## src/rtl/core/quad_motor_mixer_unit_assert.svh

```systemverilog
// Assertion macros shared by the motor mixer RTL.
`ifndef QUAD_MOTOR_MIXER_UNIT_ASSERT_SVH
`define QUAD_MOTOR_MIXER_UNIT_ASSERT_SVH

// Consequent must hold in the same cycle as the antecedent.
`define QMM_ASSERT_SAME(label, ante, cons) \
   label: assert property (@(posedge clock) disable iff (reset) (ante) |-> (cons)) \
      else $error("motor mixer check failed");

// Consequent must hold in the cycle after the antecedent.
`define QMM_ASSERT_NEXT(label, ante, cons) \
   label: assert property (@(posedge clock) disable iff (reset) (ante) |=> (cons)) \
      else $error("motor mixer check failed");

`endif

```

## src/rtl/core/qmm_pkg.sv

```systemverilog
// Types, constants and lookup tables of the quad motor mixer.
package qmm_pkg;

   localparam int MOTORS    = 4;
   localparam int TAPS      = 4;
   localparam int FRAC_BITS = 14;
   localparam int ONE       = 1 << FRAC_BITS;
   localparam int HALF      = ONE / 2;

   // Working width of a motor demand, generous for throttle and scaling.
   localparam int MIX_W  = FRAC_BITS + 6;
   localparam int QB     = FRAC_BITS + 2;
   localparam int NUM_W  = MIX_W + FRAC_BITS + 3;
   localparam int REM_W  = MIX_W + 3;
   localparam int CNT_W  = $clog2(QB);
   localparam int PROD_W = 33;
   localparam int SUM_W  = 17;

   localparam int FILT_UP  = (2 * 5 * ONE + 1000) / 2000;
   localparam int FILT_DN  = (2 * ONE + 100) / 200;
   localparam int FILT_LO  = (2 * ONE + 10) / 20;
   localparam int LIFT_MAX = (4 * ONE + 10) / 20;
   localparam int RED_SHIFT = 20;
   localparam int RED_RECIP = ((1 << RED_SHIFT) + 19) / 20;

   localparam logic [2:0] CSR_GAIN     = 3'd0;
   localparam logic [2:0] CSR_INV_YAW  = 3'd1;
   localparam logic [2:0] CSR_PLUS     = 3'd2;
   localparam logic [2:0] CSR_BRUSHLESS = 3'd3;
   localparam logic [2:0] CSR_IDLE     = 3'd4;
   localparam logic [2:0] CSR_LIMIT    = 3'd5;

   localparam logic [3:0] OP_NONE  = 4'd0;
   localparam logic [3:0] OP_LOAD  = 4'd1;
   localparam logic [3:0] OP_MIX   = 4'd2;
   localparam logic [3:0] OP_BOOST = 4'd3;
   localparam logic [3:0] OP_EXT   = 4'd4;
   localparam logic [3:0] OP_DLOAD = 4'd5;
   localparam logic [3:0] OP_DITER = 4'd6;
   localparam logic [3:0] OP_DWB   = 4'd7;
   localparam logic [3:0] OP_THR   = 4'd8;
   localparam logic [3:0] OP_BADD  = 4'd9;
   localparam logic [3:0] OP_BOVER = 4'd10;
   localparam logic [3:0] OP_BRED  = 4'd11;
   localparam logic [3:0] OP_BLIFT = 4'd12;
   localparam logic [3:0] OP_MUL   = 4'd13;
   localparam logic [3:0] OP_ACC   = 4'd14;
   localparam logic [3:0] OP_EMIT  = 4'd15;

   typedef struct packed {
      logic signed [15:0] roll_corr;
      logic signed [15:0] pitch_corr;
      logic signed [15:0] yaw_corr;
      logic [14:0]        throttle_in;
      logic               grounded;
      logic               airborne;
      logic               armed;
   } qmm_req_type;

   typedef struct packed {
      logic [14:0] motor_front_right;
      logic [14:0] motor_front_left;
      logic [14:0] motor_back_right;
      logic [14:0] motor_back_left;
      logic [14:0] throttle_average;
   } qmm_rsp_type;

   typedef struct packed {
      logic [7:0] torque_boost_gain;
      logic       yaw_flip;
      logic       plus_layout;
      logic       brushless_mode;
      logic [6:0] idle_percent;
      logic [6:0] limit_percent;
   } qmm_cfg_type;

   typedef struct packed {
      logic [3:0] op;
      logic [1:0] mot;
   } qmm_cmd_type;

   typedef struct packed {
      logic boost_en;
      logic brushless;
      logic skip_scale;
      logic range_big;
   } qmm_status_type;

   typedef logic [14:0] pct_tab_type [128];

   function automatic pct_tab_type build_idle_tab();
      pct_tab_type t;
      for (int i = 0; i < 128; i++) begin
         t[i] = 15'((2 * (1 + 100 * i) * ONE + 10000) / 20000);
      end
      return t;
   endfunction

   function automatic pct_tab_type build_limit_tab();
      pct_tab_type t;
      for (int i = 0; i < 128; i++) begin
         t[i] = 15'((2 * i * ONE + 100) / 200);
      end
      return t;
   endfunction

   localparam pct_tab_type IDLE_TAB  = build_idle_tab();
   localparam pct_tab_type LIMIT_TAB = build_limit_tab();

   function automatic logic signed [15:0] sat16(input logic signed [23:0] v);
      if (v > 24'sd32767) begin
         return 16'sh7fff;
      end else if (v < -24'sd32768) begin
         return 16'sh8000;
      end
      return v[15:0];
   endfunction

endpackage

```

## src/rtl/core/qmm_ctrl.sv

```systemverilog
// Sequencer of the motor mixer: steps the datapath through one transaction.
module qmm_ctrl (
   input  logic                    clock,
   input  logic                    reset,
   input  logic                    req_valid,
   output logic                    req_ready,
   output logic                    rsp_valid,
   input  logic                    rsp_ready,
   input  qmm_pkg::qmm_status_type status,
   output qmm_pkg::qmm_cmd_type    cmd
);
   import qmm_pkg::*;

   localparam logic [3:0] ST_IDLE   = 4'd0;
   localparam logic [3:0] ST_MIX    = 4'd1;
   localparam logic [3:0] ST_BOOST  = 4'd2;
   localparam logic [3:0] ST_EXT    = 4'd3;
   localparam logic [3:0] ST_DECIDE = 4'd4;
   localparam logic [3:0] ST_DLOAD  = 4'd5;
   localparam logic [3:0] ST_DITER  = 4'd6;
   localparam logic [3:0] ST_DWB    = 4'd7;
   localparam logic [3:0] ST_THR    = 4'd8;
   localparam logic [3:0] ST_BADD   = 4'd9;
   localparam logic [3:0] ST_BOVER  = 4'd10;
   localparam logic [3:0] ST_BRED   = 4'd11;
   localparam logic [3:0] ST_BLIFT  = 4'd12;
   localparam logic [3:0] ST_MUL    = 4'd13;
   localparam logic [3:0] ST_ACC    = 4'd14;
   localparam logic [3:0] ST_EMIT   = 4'd15;

   logic [3:0]       state_ff, state_in;
   logic [1:0]       mot_ff, mot_in;
   logic [CNT_W-1:0] cnt_ff, cnt_in;
   logic             scaled_ff, scaled_in;
   logic             rsp_valid_ff, rsp_valid_in;
   logic [3:0]       scale_state;

   always_comb begin
      if (!status.brushless) begin
         scale_state = ST_BADD;
      end else if (status.skip_scale) begin
         scale_state = ST_MUL;
      end else begin
         scale_state = ST_EXT;
      end
   end

   always_comb begin
      state_in     = state_ff;
      mot_in       = mot_ff;
      cnt_in       = cnt_ff;
      scaled_in    = scaled_ff;
      rsp_valid_in = rsp_valid_ff && !rsp_ready;
      cmd.op       = OP_NONE;
      cmd.mot      = mot_ff;
      case (state_ff)
         ST_IDLE: begin
            if (req_valid) begin
               cmd.op    = OP_LOAD;
               mot_in    = '0;
               scaled_in = 1'b0;
               state_in  = ST_MIX;
            end
         end
         ST_MIX: begin
            cmd.op   = OP_MIX;
            state_in = status.boost_en ? ST_BOOST : scale_state;
         end
         ST_BOOST: begin
            cmd.op   = OP_BOOST;
            state_in = scale_state;
         end
         ST_EXT: begin
            cmd.op   = OP_EXT;
            state_in = ST_DECIDE;
         end
         ST_DECIDE: begin
            state_in = (status.range_big && !scaled_ff) ? ST_DLOAD : ST_THR;
         end
         ST_DLOAD: begin
            cmd.op   = OP_DLOAD;
            cnt_in   = '0;
            state_in = ST_DITER;
         end
         ST_DITER: begin
            cmd.op = OP_DITER;
            cnt_in = cnt_ff + 1'b1;
            if (cnt_ff == CNT_W'(QB - 1)) begin
               state_in = ST_DWB;
            end
         end
         ST_DWB: begin
            cmd.op = OP_DWB;
            mot_in = mot_ff + 1'b1;
            if (mot_ff == 2'(MOTORS - 1)) begin
               scaled_in = 1'b1;
               state_in  = ST_EXT;
            end else begin
               state_in = ST_DLOAD;
            end
         end
         ST_THR: begin
            cmd.op   = OP_THR;
            state_in = ST_MUL;
         end
         ST_BADD: begin
            cmd.op   = OP_BADD;
            state_in = ST_BOVER;
         end
         ST_BOVER: begin
            cmd.op   = OP_BOVER;
            state_in = ST_BRED;
         end
         ST_BRED: begin
            cmd.op   = OP_BRED;
            state_in = ST_BLIFT;
         end
         ST_BLIFT: begin
            cmd.op   = OP_BLIFT;
            state_in = ST_MUL;
         end
         ST_MUL: begin
            cmd.op   = OP_MUL;
            state_in = ST_ACC;
         end
         ST_ACC: begin
            cmd.op = OP_ACC;
            mot_in = mot_ff + 1'b1;
            state_in = (mot_ff == 2'(MOTORS - 1)) ? ST_EMIT : ST_MUL;
         end
         ST_EMIT: begin
            // The result register must be empty or draining this cycle.
            if (!rsp_valid_ff || rsp_ready) begin
               cmd.op       = OP_EMIT;
               rsp_valid_in = 1'b1;
               state_in     = ST_IDLE;
            end
         end
         default: begin
            state_in = ST_IDLE;
         end
      endcase
   end

   always_ff @(posedge clock) begin
      if (reset) begin
         state_ff     <= ST_IDLE;
         mot_ff       <= '0;
         cnt_ff       <= '0;
         scaled_ff    <= 1'b0;
         rsp_valid_ff <= 1'b0;
      end else begin
         state_ff     <= state_in;
         mot_ff       <= mot_in;
         cnt_ff       <= cnt_in;
         scaled_ff    <= scaled_in;
         rsp_valid_ff <= rsp_valid_in;
      end
   end

   assign req_ready = (state_ff == ST_IDLE);
   assign rsp_valid = rsp_valid_ff;

endmodule

```

## config.mk

```make
export PLATFORM = sky130hd
export DESIGN_NAME = qmm_ctrl
export DESIGN_NICKNAME = d
export VERILOG_FILES = /design/src/rtl/core/quad_motor_mixer_unit_assert.svh /design/src/rtl/core/qmm_pkg.sv /design/src/rtl/core/qmm_ctrl.sv
export SDC_FILE = /design/constraint.sdc
export NUM_CORES = 1
export LEC_CHECK = 0
export BUFFER_PORTS_ARGS = -buffer_cell sky130_fd_sc_hd__buf_2
export CAP_MARGIN = 15
export CORE_MARGIN = 2
export CORE_UTILIZATION = 38
export DETAILED_ROUTE_END_ITERATION = 16
export HOLD_SLACK_MARGIN = 0.08
export SYNTH_ARGS = -nofsm -noshare
export SYNTH_HDL_FRONTEND = slang
export SYNTH_SLANG_ARGS = --single-unit
```

## constraint.sdc

```tcl
create_clock -name clock -period 1.33 [get_ports clock]
set_input_delay 0.133 -clock clock [delete_from_list [all_inputs] [get_ports clock]]
set_output_delay 0.133 -clock clock [all_outputs]
set_load 0.005 [all_outputs]
```

; ---- Word level (Yosys, flattened, before mapping)
; Index checks and enable logic that the tools add are counted.
[totals]
wordCells = 64
regBits = 12
input_bits = 8
output_inout_bits = 8
[op_classes]
n_eq_ne = 21
n_reduce_logical = 15
n_mux = 21
n_addsub = 2
[ops]
columns = op, count
row1 = 4-bit one-hot mux with 15 select lines, 2
row2 = 4-bit equality test (second input constant), 9
row3 = 4-bit 2-to-1 mux, 8
row4 = 4-bit by 3-bit equality test with 1-bit output (second input constant), 4
row5 = 4-bit by 2-bit equality test with 1-bit output (second input constant), 2
row6 = 2-bit inequality test (second input constant), 4
row7 = 4-bit one-hot mux with 2 select lines, 1
row8 = 3-bit AND reduction, 2
row9 = 2-bit nonzero test, 3
row10 = 1-bit 2-to-1 mux, 5
row11 = 4-bit by 1-bit adder with 4-bit output (second input constant), 1
row12 = 4-bit by 1-bit equality test with 1-bit output (second input constant), 1
row13 = 4-bit zero test, 1
row14 = 2-bit 2-to-1 mux, 2
row15 = 2-bit one-hot mux with 2 select lines, 1
row16 = 2-bit OR reduction, 2
row17 = 1-bit zero test, 3
row18 = 3-bit 2-to-1 mux, 1
row19 = 2-bit by 1-bit adder with 2-bit output (second input constant), 1
row20 = 2-bit equality test (second input constant), 1
row21 = 1-bit logical AND, 2
row22 = 1-bit one-hot mux with 2 select lines, 1
row23 = 2-bit AND reduction, 1
row24 = 1-bit logical OR, 1

; ---- Logic depth before layout (Yosys ltp)
[logic_depth]
word_depth = 4
mapped_depth = 6
depth_no_buf = 5

; ---- Worst setup path before layout
; OpenSTA, ideal clock, no wires.
[synth_path]
kind = reg2reg
startpoint = register cnt_ff[0]
endpoint = register state_ff[1]
path_slack_ps = -37
path_stages_with_launch = 6
t_arrival_ps = 1247
period_less_slack_ps = 1367
required_ps = 1210
path_buffers = 0
cell_sequence = dfxtp_1 -> ha_1 -> and3_1 -> o32ai_1 -> or3_1 -> o21ai_1
[synth_via]
elab_chain_len = 3
[synth_rtl]
columns = element, line_no
row1 = start: declaration, qmm_ctrl.sv:33  ; logic [CNT_W-1:0] cnt_ff, cnt_in;
row2 = start signal: assignment, qmm_ctrl.sv:155  ; cnt_ff <= cnt_in;
row3 = 4-bit equality test, qmm_ctrl.sv:88  ; if (cnt_ff == CNT_W'(QB - 1)) begin
row4 = 2-bit inequality test (no line), n/a
row5 = 3-bit AND reduction (no line), n/a
row6 = end signal: assignment, qmm_ctrl.sv:153  ; state_ff <= state_in;
row7 = end: declaration, qmm_ctrl.sv:31  ; logic [3:0] state_ff, state_in;
; Every way passes these cells.
; A chain may end at the register's enable or synchronous reset.

==> results.txt <==
----------------------------------------------------
[Run status]
  Status ... finished with violations
  Violated checks ... negative setup slack

[Finish]
  Area added between synthesis and finish ... 66.2%
  Number of antenna cells inserted ... 0
  Final net count ... 177
  Share of layout cells above drive strength 1 ... 55.4%
  End-of-flow core utilization ... around 66%

[Setup path]
  Startpoint types ... register
  CP Capture Type ... output pin
  Worst Reg2Reg Path Length in Cells ... 6
  Worst setup slack for register-to-register paths ... -120 ps
  Critical register-to-register path endpoint ... mot_ff[1]$_SDFFE_PP0P_
  Arrival time reported for the critical path endpoint ... 1370 ps
  Slowest cell on the critical path ... sky130_fd_sc_hd__dfxtp_4
  Top delay family on crit path ... flip-flops
  Reg-to-reg startpoint ... state_ff[2]$_SDFFE_PP0P_
  Buffer and inverter count on the worst path ... 2
  Type of the setup path with the least slack ... register to output pin
  Required time of the critical path ... 1200 ps
  Largest stage delay, worst path ... around 370 ps
  Sequence of cells on the critical path ... buf_12 > nand2_4 > o21ai_2 > a221oi_2 > buf_2
  Worst-path fanout max ... 6

[Logic synthesis]
  Post-synthesis cell area ... 976 sq um
  Most used flip-flop cell after synthesis ... sky130_fd_sc_hd__dfxtp_1
  EDFF count, synth ... 0
  FFs w/ async S/R, synth ... 0%
  Ranking of synthesized cells by instance count ... sky130_fd_sc_hd__dfxtp_1 (12), sky130_fd_sc_hd__a21oi_1 (11), sky130_fd_sc_hd__o21ai_0 (11)
  Sequential cell area fraction in the yosys report ... roughly a quarter
  Fraction of post-synthesis cell area in the top cell type by area ... about 25%
  YS warnings ... 0
  Mean area per synthesized cell ... 7.87 sq um
  Cell type contributing the most total cell area after synthesis ... sky130_fd_sc_hd__dfxtp_1
  Unique masters post-synth ... between 50 and 60
  Number of flip-flops and latches in the synthesized netlist ... 12
  Cell count after synthesis ... 124
  Leading cell type by number of instances after synthesis ... sky130_fd_sc_hd__dfxtp_1
  Net count of the mapped netlist ... around 130
  Largest cells by area after synthesis ... sky130_fd_sc_hd__dfxtp_1 (25%), sky130_fd_sc_hd__a21oi_1 (5.6%), sky130_fd_sc_hd__o21ai_0 (5.6%), sky130_fd_sc_hd__buf_4 (3.8%), sky130_fd_sc_hd__nand2b_1 (3.8%)

[Worst hold path]
  Origin of the worst min-delay path ... status[1]
  Worst-case hold path end point ... state_ff[2]$_SDFFE_PP0P_
  Hold Path Cell Cnt ... 3
  Worst Hold Class ... input pin to register

[Job]
  Count of max-cap constraint violations ... 0

[Floorplanning]
  Starting density of the core ... 39.8%
  Vertical extent of the die ... ~55 um
  Die Footprint ... approximately 3000 sq um
  Area of the core ... 2450 sq um
  Floorplan die width ... approximately 55 um
  Top-Level Pins ... 16
  Std-Cell Rows ... 18

[Timing]
  Time the worst path needs with I/O delays and setup ... 1500 ps
  Transition time at the pin with the least slew margin ... 382 ps
  RSZ-0062 raised after global routing ... true
  Part of the cycle the worst path needs ... 113%
  Final hold violation count ... 0
  Final worst clock skew ... ~0.6 ps
  Fmax ... between 600 and 700 MHz
  Worst rel slew slack ... 74.2%
  Final setup viols ... 11
  Setup ws final ... -175 ps
  Final Max Slew Viols ... 0

[Route]
  Post-detailed-route DRC marker count ... 0
  Starting DRT DRC Count ... 67
  Vias/cell ... roughly 6.1
  Remaining antenna violation count ... 0
  Detailed-route wire length ... approximately 3700 um
  Average wire per cell in the routed design ... 18.7 um
  Total via count in the routed design ... around 1,200
  First drt pass iteration count ... 4

[Power]
  Leakage power summed over all cells ... 0.624 nW
  Peak ir drop on the vdd network ... 1420 uV
  Overall Power ... 0.00364 W
  Power per Cell Area ... about 2200 nW/um^2

[CTS]
  Number of buffers added by the clock tree synthesis step ... 3
  Clk pin slew, worst setup/hold paths ... 80 ps
  Clock latency of the later-clocked register in the worst-skew pair ... 280 ps
  Maximum buffer depth of the clock tree ... 2
  CTS Hold Buffers Added ... 0
  Clock tree from TritonCTS ... built
  Root cell of the clock tree ... sky130_fd_sc_hd__clkbuf_4
  H-tree lvl count ... 1
  Clk sinks ... 12

[GRT]
  Pin count of the biggest net entering global routing ... 22
  Antenna violations before repair ... 0
  Overall fraction of global-route tracks in use ... 23.3%
  Remaining global-route overflow ... 0
  Via count of the first global-routing pass ... approximately 1,000
  Wire length of the first global-routing pass ... 5000 um

[Placed design]
  Dpl hpwl ... 1890 um
  Gpl congestion ... 0.902
  IO Port Bufs ... 15

----------------------------------------------------
==> through the flow <==
step | TNS, ps | cells | cell area, sq um | worst slack (ps) | hold slack [ps]
after CTS | -805 | 188 | 1410 | -166 | 170
after global routing | -1670 | 196 | 1620 | -212 | 182
after global placement | -144 | 174 | 1180 | -106 | 468
after detailed placement | -108 | 174 | 1180 | -64.5 | 472
final | -1060 | 196 | 1620 | -175 | 180
after floorplan | 0 | 124 | 983 | 20.3 | 202
==> metal layers <==
layer | track usage, % | routed length (um) | vias up | share of wire [%]
met5 | 0 | 0 | - | 0
met4 | 10.0 | 46 | 0 | 1.3
met3 | 3.55 | 235 | 9 | 6.4
met2 | 35.7 | 1780 | 58 | 49
met1 | 32.0 | 1600 | 573 | 44
li1 | - | - | 552 | -
==> placed cells by master (no fill, tap or decap), types with 2 or more instances in the layout <==
cell and instances:
sky130_fd_sc_hd__dfxtp_2 4, sky130_fd_sc_hd__a41oi_1 2, sky130_fd_sc_hd__dfxtp_4 3, sky130_fd_sc_hd__clkbuf_4 3, sky130_fd_sc_hd__a31oi_1 3, sky130_fd_sc_hd__a32oi_1 2, sky130_fd_sc_hd__clkbuf_16 2, sky130_fd_sc_hd__buf_4 20
sky130_fd_sc_hd__buf_6 7, sky130_fd_sc_hd__nand2b_4 2, sky130_fd_sc_hd__o22ai_1 2, sky130_fd_sc_hd__nand3_1 4, sky130_fd_sc_hd__o21ai_2 2, sky130_fd_sc_hd__dfxtp_1 5, sky130_fd_sc_hd__a21oi_1 11, sky130_fd_sc_hd__buf_12 3
sky130_fd_sc_hd__nand2_2 2, sky130_fd_sc_hd__buf_8 2, sky130_fd_sc_hd__a221oi_2 3, sky130_fd_sc_hd__inv_1 2, sky130_fd_sc_hd__o21ai_0 7, sky130_fd_sc_hd__and2_4 2, sky130_fd_sc_hd__o21ai_4 2, sky130_fd_sc_hd__o21ai_1 2
sky130_fd_sc_hd__nor2_1 5, sky130_fd_sc_hd__nand2b_2 2, sky130_fd_sc_hd__nand2b_1 3, sky130_fd_sc_hd__nand2_1 5, sky130_fd_sc_hd__buf_2 14
==> where the power goes <==
| part | total [W] | internal, W | leakage (nW) | switching [W] |
|---|---|---|---|---|
| logic | 0.00278 | 0.00147 | 0.502 | 0.00130 |
| registers | 0.000552 | 0.000446 | 0.101 | 0.000106 |
| clock network | 0.000306 | 0.000167 | 0.0210 | 0.000140 |
| total | 0.00364 | 0.00208 | 0.624 | 0.00155 |
==> worst max-delay path by stage <==
stage	startpoint	to	slack (ps)	depth (start not counted)
6_report	state_ff[0]$_SDFFE_PP0P_	cmd[3]	-170	5
5_1_grt	state_ff[1]$_SDFFE_PP0P_	cmd[2]	-210	5
4_1_cts	state_ff[0]$_SDFFE_PP0P_	cmd[2]	-170	4
3_5_place_dp	state_ff[3]$_SDFFE_PP0P_	scaled_ff$_SDFFE_PP0P_	-60	5
3_3_place_gp	state_ff[3]$_SDFFE_PP0P_	scaled_ff$_SDFFE_PP0P_	-110	5
2_1_floorplan	state_ff[1]$_SDFFE_PP0P_	cmd[3]	20	5
==> final cells by class <==
type                       instances  area, sq um
fill                             189          833
multi-input combinational         97          802
timing repair buffer              49          467
sequential                        12          256
tap                               30         37.5
clock buffer                       4         36.3
inverter                           4         22.5
==> cell families (layout without fill, tap and decap cells) <==
family,count (synthesis),count (layout),synth area share (%)
muxes,1,1,1.03
xor gates and xnor gates,1,1,0.898
and+or+nand+nor,45,45,29.2
buffers and inverters,15,57,8.97
AOI/OAI and AO/OA,48,48,32.7
DFF,12,12,24.6
adders and majority gates,2,2,2.56
==> flip-flops by register name, summed over array words and instances, names as in the netlist <==
| signal | cells |
|---|---|
| mot_ff | 2 |
| scaled_ff | 1 |
| rsp_valid | 1 |
| cnt_ff | 4 |
| state_ff | 4 |
==> worst reg2reg max path, cell delays in order, from the launching register on <==
cell and delay, ps:
sky130_fd_sc_hd__dfxtp_4 360, sky130_fd_sc_hd__buf_12 150, sky130_fd_sc_hd__buf_8 130, sky130_fd_sc_hd__nor4b_1 290
sky130_fd_sc_hd__a21oi_1 80, sky130_fd_sc_hd__o221ai_1 220, sky130_fd_sc_hd__a21oi_1 100
==> timing repair <==
item                                    4_1_cts  5_1_grt
hold endpoints to repair                      0        0
endpoints found under the setup margin        9       12
cloned                                        1        2
gates resized for setup                      30       31
setup buffers                                 9        6
pin swaps                                    15       15
Note: power is estimated with default switching activity, not from simulation.
